==> config.mk <==
export PLATFORM = sky130hd
export DESIGN_NAME = can_tunnel_frame_deframer_top
export DESIGN_NICKNAME = d
export VERILOG_FILES = /design/src/rtl/core/cttd_pkg.sv /design/src/rtl/core/cttd_frame_check.sv /design/src/rtl/core/cttd_window.sv /design/src/rtl/core/can_tunnel_frame_deframer_top.sv
export VERILOG_INCLUDE_DIRS = /design/src /design/src/rtl/core
export SDC_FILE = /design/constraint.sdc
export NUM_CORES = 1
export LEC_CHECK = 0
export ABC_CLOCK_PERIOD_IN_PS = 11800
export BUFFER_PORTS_ARGS = -buffer_cell sky130_fd_sc_hd__buf_2
export CAP_MARGIN = 0
export CORE_MARGIN = 3
export CORE_UTILIZATION = 40
export DETAILED_ROUTE_END_ITERATION = 7
export HOLD_SLACK_MARGIN = 0.02
export PLACE_DENSITY = 0.68
export SLEW_MARGIN = 5
export SYNTH_ARGS = -nofsm -noshare
export SYNTH_HDL_FRONTEND = slang
export SYNTH_HIERARCHICAL = 1
export SYNTH_SLANG_ARGS = --single-unit
==> constraint.sdc <==
create_clock -name clock -period 11.8 [get_ports clock]
set_input_delay 1.18 -clock clock [delete_from_list [all_inputs] [get_ports clock]]
set_output_delay 1.18 -clock clock [all_outputs]
set_load 0.005 [all_outputs]
==> src/rtl/core/can_tunnel_frame_deframer_top_macros.svh <==
// Assertion macros shared by the deframer RTL.
// With SYNTH defined, every macro expands to nothing.
`ifndef CAN_TUNNEL_FRAME_DEFRAMER_TOP_MACROS_SVH
`define CAN_TUNNEL_FRAME_DEFRAMER_TOP_MACROS_SVH

`ifndef SYNTH

// Property checked at every clock edge outside of reset.
`define CTTD_ASSERT(lbl, clk, rst, prop, msg) \
   lbl: assert property (@(posedge clk) disable iff (rst) prop) else $error(msg);

// Property checked at every clock edge, reset included.
`define CTTD_ASSERT_ALWAYS(lbl, clk, prop, msg) \
   lbl: assert property (@(posedge clk) prop) else $error(msg);

`else

`define CTTD_ASSERT(lbl, clk, rst, prop, msg)
`define CTTD_ASSERT_ALWAYS(lbl, clk, prop, msg)

`endif

`endif

==> src/rtl/core/cttd_pkg.sv <==
`default_nettype none

package cttd_pkg;

   // Frame geometry.
   localparam int unsigned WinDepth   = 12;
   localparam int unsigned DataBytes  = 8;
   localparam int unsigned IdLowPos   = 2;
   localparam int unsigned IdHighPos  = 3;
   localparam int unsigned LengthPos  = 4;
   localparam int unsigned DataPos    = 5;

   // Sync word and length limit.
   localparam logic [7:0] SyncFirst  = 8'hCA;
   localparam logic [7:0] SyncSecond = 8'hFE;
   localparam logic [7:0] MaxData    = 8'd8;

   // Input transaction.
   typedef struct packed {
      logic [7:0] stream_byte;
      logic       restart;
   } req_type;

   // Result transaction.
   typedef struct packed {
      logic [15:0] frame_id;
      logic [3:0]  frame_length;
      logic [63:0] frame_payload;
   } rsp_type;

   typedef logic [WinDepth-1:0][7:0] window_type;

   // Window contents as seen by the frame checker.
   typedef struct packed {
      logic       full;
      window_type bytes;
   } window_status_type;

   // Checker verdict and the decoded frame.
   typedef struct packed {
      logic    hit;
      rsp_type rsp;
   } check_type;

endpackage

`default_nettype wire

==> src/rtl/core/cttd_frame_check.sv <==
`default_nettype none

module cttd_frame_check (
   input  wire cttd_pkg::window_status_type win,
   input  wire cttd_pkg::req_type           req,
   output cttd_pkg::check_type              chk
);

   logic [cttd_pkg::WinDepth:0][7:0] frame;
   logic [7:0]                       len;
   logic                             full_eff;
   logic [63:0]                      payload;

   // The 13-byte frame is the held window plus the new byte.
   always_comb begin
      frame = {req.stream_byte, win.bytes};
   end

   // A restart empties the window, so no frame can be checked on that byte.
   assign full_eff = win.full && !req.restart;
   assign len      = frame[cttd_pkg::LengthPos];

   // Data bytes at or beyond the length read as zero.
   always_comb begin
      payload = '0;
      for (int i = 0; i < int'(cttd_pkg::DataBytes); i++) begin
         if (8'(i) < len) begin
            payload[8*i +: 8] = frame[cttd_pkg::DataPos + i];
         end
      end
   end

   always_comb begin
      chk.hit = full_eff
             && (frame[0] == cttd_pkg::SyncFirst)
             && (frame[1] == cttd_pkg::SyncSecond)
             && (len <= cttd_pkg::MaxData);
      chk.rsp.frame_id      = {frame[cttd_pkg::IdHighPos], frame[cttd_pkg::IdLowPos]};
      chk.rsp.frame_length  = len[3:0];
      chk.rsp.frame_payload = payload;
   end

endmodule

`default_nettype wire

==> src/rtl/core/cttd_window.sv <==
`default_nettype none

`include "can_tunnel_frame_deframer_top_macros.svh"

module cttd_window (
   input  wire logic                  clock,
   input  wire logic                  reset,
   input  wire logic                  step,
   input  wire cttd_pkg::req_type     req,
   input  wire logic                  hit,
   output cttd_pkg::window_status_type win
);

   localparam logic [3:0] FillFull = 4'(cttd_pkg::WinDepth);

   cttd_pkg::window_type window_ff, window_in;
   logic [3:0]           fill_ff, fill_in;
   logic [3:0]           fill_eff;

   // A restart drops the held bytes before this byte is taken.
   assign fill_eff = req.restart ? 4'd0 : fill_ff;

   // Window update for one processed byte: append, empty on a frame, or slide.
   always_comb begin
      window_in = window_ff;
      fill_in   = fill_ff;
      if (step) begin
         if (fill_eff != FillFull) begin
            window_in[fill_eff] = req.stream_byte;
            fill_in             = fill_eff + 4'd1;
         end else if (hit) begin
            fill_in = 4'd0;
         end else begin
            window_in = {req.stream_byte, window_ff[cttd_pkg::WinDepth-1:1]};
         end
      end
   end

   always_ff @(posedge clock) begin
      if (reset) begin
         fill_ff <= 4'd0;
      end else begin
         fill_ff <= fill_in;
      end
   end

   // Window bytes are payload and need no reset.
   always_ff @(posedge clock) begin
      window_ff <= window_in;
   end

   assign win.full  = (fill_ff == FillFull);
   assign win.bytes = window_ff;

   `CTTD_ASSERT(fill_in_range, clock, reset, fill_ff <= FillFull, "window fill above depth")
   `CTTD_ASSERT(frame_empties_window, clock, reset, step && hit |=> fill_ff == 4'd0, "window not emptied after a frame")
   `CTTD_ASSERT(append_grows_fill, clock, reset, step && !req.restart && fill_ff != FillFull |=> fill_ff == $past(fill_ff) + 4'd1, "append did not grow the window")

endmodule

`default_nettype wire

==> src/rtl/core/can_tunnel_frame_deframer_top.sv <==
// Deframer for a byte stream carrying fixed 13-byte frames (sync 0xCA 0xFE,
// 16-bit little-endian identifier, length 0..8, eight data bytes). The block
// takes one byte per clock cycle while req_ready is high. A byte is held in
// the input register and checked against the window; a byte completing a
// valid frame writes its result into the output register. The rate is set
// by the window update, which completes as the byte leaves the input register,
// so bytes may arrive back to back; req_ready drops only while a result waits
// in the output register and the byte in the input register would make a new
// one. Bytes beyond the frame length come out as zero. A byte with restart set
// empties the window and starts a new stream. No clearing pass follows reset.
`default_nettype none

`include "can_tunnel_frame_deframer_top_macros.svh"

module can_tunnel_frame_deframer_top (
   input  wire logic          clock,
   input  wire logic          reset,
   input  wire logic          req_valid,
   output logic               req_ready,
   input  wire cttd_pkg::req_type req_data,
   output logic               rsp_valid,
   input  wire logic          rsp_ready,
   output cttd_pkg::rsp_type  rsp_data
);

   logic                        s1_valid_ff, s1_valid_in;
   cttd_pkg::req_type           s1_data_ff, s1_data_in;
   logic                        rsp_valid_ff, rsp_valid_in;
   cttd_pkg::rsp_type           rsp_data_ff, rsp_data_in;
   cttd_pkg::window_status_type win;
   cttd_pkg::check_type         chk;
   logic                        process;
   logic                        req_take;

   cttd_window u_window (
      .clock (clock),
      .reset (reset),
      .step  (process),
      .req   (s1_data_ff),
      .hit   (chk.hit),
      .win   (win)
   );

   cttd_frame_check u_check (
      .win (win),
      .req (s1_data_ff),
      .chk (chk)
   );

   // A registered byte is processed unless its result has nowhere to go.
   assign process   = s1_valid_ff && (!chk.hit || !rsp_valid_ff || rsp_ready);
   assign req_ready = !s1_valid_ff || process;
   assign req_take  = req_valid && req_ready;

   // Input register.
   always_comb begin
      s1_valid_in = s1_valid_ff;
      s1_data_in  = s1_data_ff;
      if (req_take) begin
         s1_valid_in = 1'b1;
         s1_data_in  = req_data;
      end else if (process) begin
         s1_valid_in = 1'b0;
      end
   end

   // Result register.
   always_comb begin
      rsp_valid_in = rsp_valid_ff;
      rsp_data_in  = rsp_data_ff;
      if (process && chk.hit) begin
         rsp_valid_in = 1'b1;
         rsp_data_in  = chk.rsp;
      end else if (rsp_ready) begin
         rsp_valid_in = 1'b0;
      end
   end

   always_ff @(posedge clock) begin
      if (reset) begin
         s1_valid_ff  <= 1'b0;
         rsp_valid_ff <= 1'b0;
      end else begin
         s1_valid_ff  <= s1_valid_in;
         rsp_valid_ff <= rsp_valid_in;
      end
   end

   always_ff @(posedge clock) begin
      s1_data_ff  <= s1_data_in;
      rsp_data_ff <= rsp_data_in;
   end

   assign rsp_valid = rsp_valid_ff;
   assign rsp_data  = rsp_data_ff;

   `CTTD_ASSERT(no_result_overwrite, clock, reset, process && chk.hit |-> !rsp_valid_ff || rsp_ready, "pending result overwritten")
   `CTTD_ASSERT(result_length_valid, clock, reset, rsp_valid_ff |-> rsp_data_ff.frame_length <= 4'd8, "result length above eight")
   `CTTD_ASSERT(idle_after_reset, clock, reset, $past(reset) |-> !s1_valid_ff && !rsp_valid_ff, "pipeline not empty after reset")

endmodule

`default_nettype wire

==> impl_metrics.tcl <==
set metrics [dict create \
    post-place-ws_ps 8010 \
    worst_pin_slew_ps 995 \
    power-per-cell-area_mw_per_mm2 146 \
    clock_latency_ps 440 \
    cts_setup_buffers 0 \
    p_leak_nw 3.12 \
    grt_max_degree 99 \
    initial_utilization 0.411 \
    startpoint_type "flop" \
    yosysUniqueCellTypes 48 \
    portBuffers 98 \
    synth_top_area_frac 0.703 \
    setup_viol 0 \
    wl_um 16600 \
    dieArea_mm2 0.0219 \
    synthTopCellsByArea "edfxtp_1, a22o_1, nor2b_1" \
    cap_violations 0 \
    drive_gt1_frac 0.258 \
    min_path_type "reg2reg" \
    p_int_mw 1.09 \
    postCtsHoldBufs 0 \
    finalWeightedCongestion 0.843 \
    ys_ff_latch 195 \
    first_global_vias 4360 \
    grt_pass1_wl_um 25600 \
    core_area_mm2 0.0197 \
    fmax_ghz 0.259 \
    multi_input_area_mm2 0.00198 \
    routedWlPerCell_um 19.7 \
    finalHoldViolations 0 \
    slew_violations 0 \
    combPwrFrac 0.012 \
    numCtsBuffers 17 \
    cts.sinks 195 \
    layout_setup_ws_ps 7940 \
    diodes 0 \
    yosysSeqAreaShare 0.718 \
    cp-end-kind "output port" \
    grt_antenna_before_repair 0 \
    rsz0062_at_grt "no" \
    async_flop_share 0 \
    startpoint "u_window/win[34]$_DFFE_PP_" \
    first_pass_iters 6 \
    antenna_left 0 \
    drcViolationCount 0 \
    dieWidth_um 148 \
    fin_skew_ps 11.2 \
    status "completed" \
    required_ps 10620 \
    seqCellArea_mm2 0.00580 \
    ctsLongestPathBuffers 2 \
    netSwitchingPower_uw 258 \
    ys_warn_count 6 \
    syn_nets 509 \
    syn_area_per_cell_um2 16.3 \
    swShare 0.192 \
    tns_ps 0 \
    die_y_um 148 \
    overflow 0 \
    fin_nets 578 \
    finish.instance_area_mm2 0.00920 \
    syn-instance-count 495 \
    top_level_ports 99 \
    num-fill-cells 1714 \
    synth_ff_type "edfxtp_1" \
    cts-root-buf "clkbuf_16" \
    worst_hold_startpoint "u_window/win[23]$_DFFE_PP_" \
    cts_resized 0 \
    area_growth_pct 14.0 \
    pwr-share-clk 0.414 \
    synth_edf_count 189 \
    r2r-start "u_window/win[34]$_DFFE_PP_" \
    grt_use_total 0.154 \
    cts_tree "built" \
    power_frac_seq 0.574 \
    htree_levels 4 \
    clk_pin_slew_ps 60 \
    viasPerCell 5.37 \
    critical_path_arrival_ps 2680 \
    finalCriticalPeriod_ps 3860 \
    crit_fanout 9 \
    synth_area_mm2 0.00807 \
    place.detailed.hpwl_um 11100 \
    dr_total_vias 4518 \
    critical_path_class "reg2out" \
    peakVddDrop_uv 93.9 \
    fp-row-count 51 \
    slew_headroom 0.337 \
    fin_crit_sh 0.327 \
    placed_area_mm2 0.00862 \
    synth_top_area_cell "edfxtp_1" \
    drt-initial-drc-count 547 \
]
## synth_stat cells (3+ instances only)
cell and n:
dfxtp_1 6, nor4_4 3, o21a_1 12, clkbuf_1 12
buf_4 23, nor2b_1 66, nand2b_1 7, a21oi_1 3
edfxtp_1 189, nor2_1 5, nor3_2 3, a22o_1 88
nand3_1 4, nand3b_1 3, buf_2 15, and2_1 10
nand2_1 6
## path summary, 6_finish.rpt
check | endpoint | depth (start not counted) | slack, ps
setup / recovery | req_ready | 5 | 7940
hold / removal | rsp_data[75]$_DFFE_PP_ | 0 | 470
setup reg to reg | rsp_data[53]$_DFFE_PP_ | 6 | 8050
hold reg to reg | rsp_data[75]$_DFFE_PP_ | 0 | 470
## routing by layer
layer  vias up  track usage  share of wire
met5         -            0              0
li1       2046            -              -
met4         0       0.0619          0.019
met3        24       0.0384          0.068
met1      2263        0.215           0.44
met2       185        0.232           0.48
## layout by cell type, fill, tap and decap left out, types with 2 or more instances in the layout
master,synthesis,layout
a22o_1,88,88
clkinv_2,0,3
dfxtp_1,6,6
a311oi_1,2,2
nand2_1,6,6
nand3_1,4,4
nor2b_1,66,66
nor4_4,3,3
clkinvlp_4,0,2
nand4_1,2,2
and3_1,2,2
clkbuf_1,12,4
and2_1,10,10
buf_2,15,98
nor2_2,2,2
nand2b_1,7,7
nor3_4,2,2
clkbuf_8,0,2
nor2_1,5,4
bufinv_16,0,2
o21a_1,12,12
a21boi_1,2,2
nor3_2,3,3
nand3b_1,3,3
clkbuf_16,0,17
edfxtp_1,189,189
inv_1,2,2
a21oi_1,3,3
buf_4,23,3
## power by group through the flow
| stage | Combinational (mW) | Sequential, mW | Clock, mW |
|---|---|---|---|
| 4_1_cts | 0.0156 | 0.771 | 0.567 |
| 5_1_grt | 0.0170 | 0.772 | 0.597 |
| 3_5_place_dp | 0.0154 | 0.786 | 0 |
| 2_1_floorplan | 0.0180 | 0.772 | 0 |
| 6_report | 0.0157 | 0.772 | 0.556 |
| 3_3_place_gp | 0.0150 | 0.787 | 0 |
## worst max-delay path: stages, from the launching register on
cell and delay, ps:
edfxtp_1 590, or3_1 480, a2111oi_0 460, and3_1 390
nand4b_2 170, buf_2 160
## flip-flops by register name, indices dropped and copies added (netlist names)
| signal | cells |
|---|---|
| rsp_data | 84 |
| rsp_valid | 1 |
| s1_data_ff | 9 |
| s1_valid_ff | 1 |
| u_window/fill_ff | 4 |
| u_window/win | 96 |
## cell families (layout without fill, tap and decap cells)
family,Yosys count,count (layout),synth area share
adder cells (fa/ha/maj),1,1,0.00155
multiplexers,1,1,0.00124
AND/OR/NAND/NOR,129,129,0.114
AO/OA/AOI/OAI,115,115,0.125
buffers and inverters,53,135,0.0386
XOR/XNOR,1,1,0.00109
flip-flops,195,195,0.718
## area by class of cell
class	count	area share
Clock inverter	9	0.0117
Tap cell	265	0.0360
Clock buffer	23	0.0508
Inverter	2	0.000816
Sequential cell	195	0.630
Multi-Input combinational cell	247	0.215
Timing Repair Buffer	101	0.0557
## stage by stage
stage	total power [mW]	utilization	std cells	hold WS, ps
finish	1.34	0.468	842	473
global route	1.39	0.468	842	483
CTS	1.35	0.468	842	477
detailed placement	0.802	0.439	810	455
global placement	0.802	0.439	810	451
floorplan	0.790	-	495	474
Note: power is estimated with default switching activity, not from simulation.
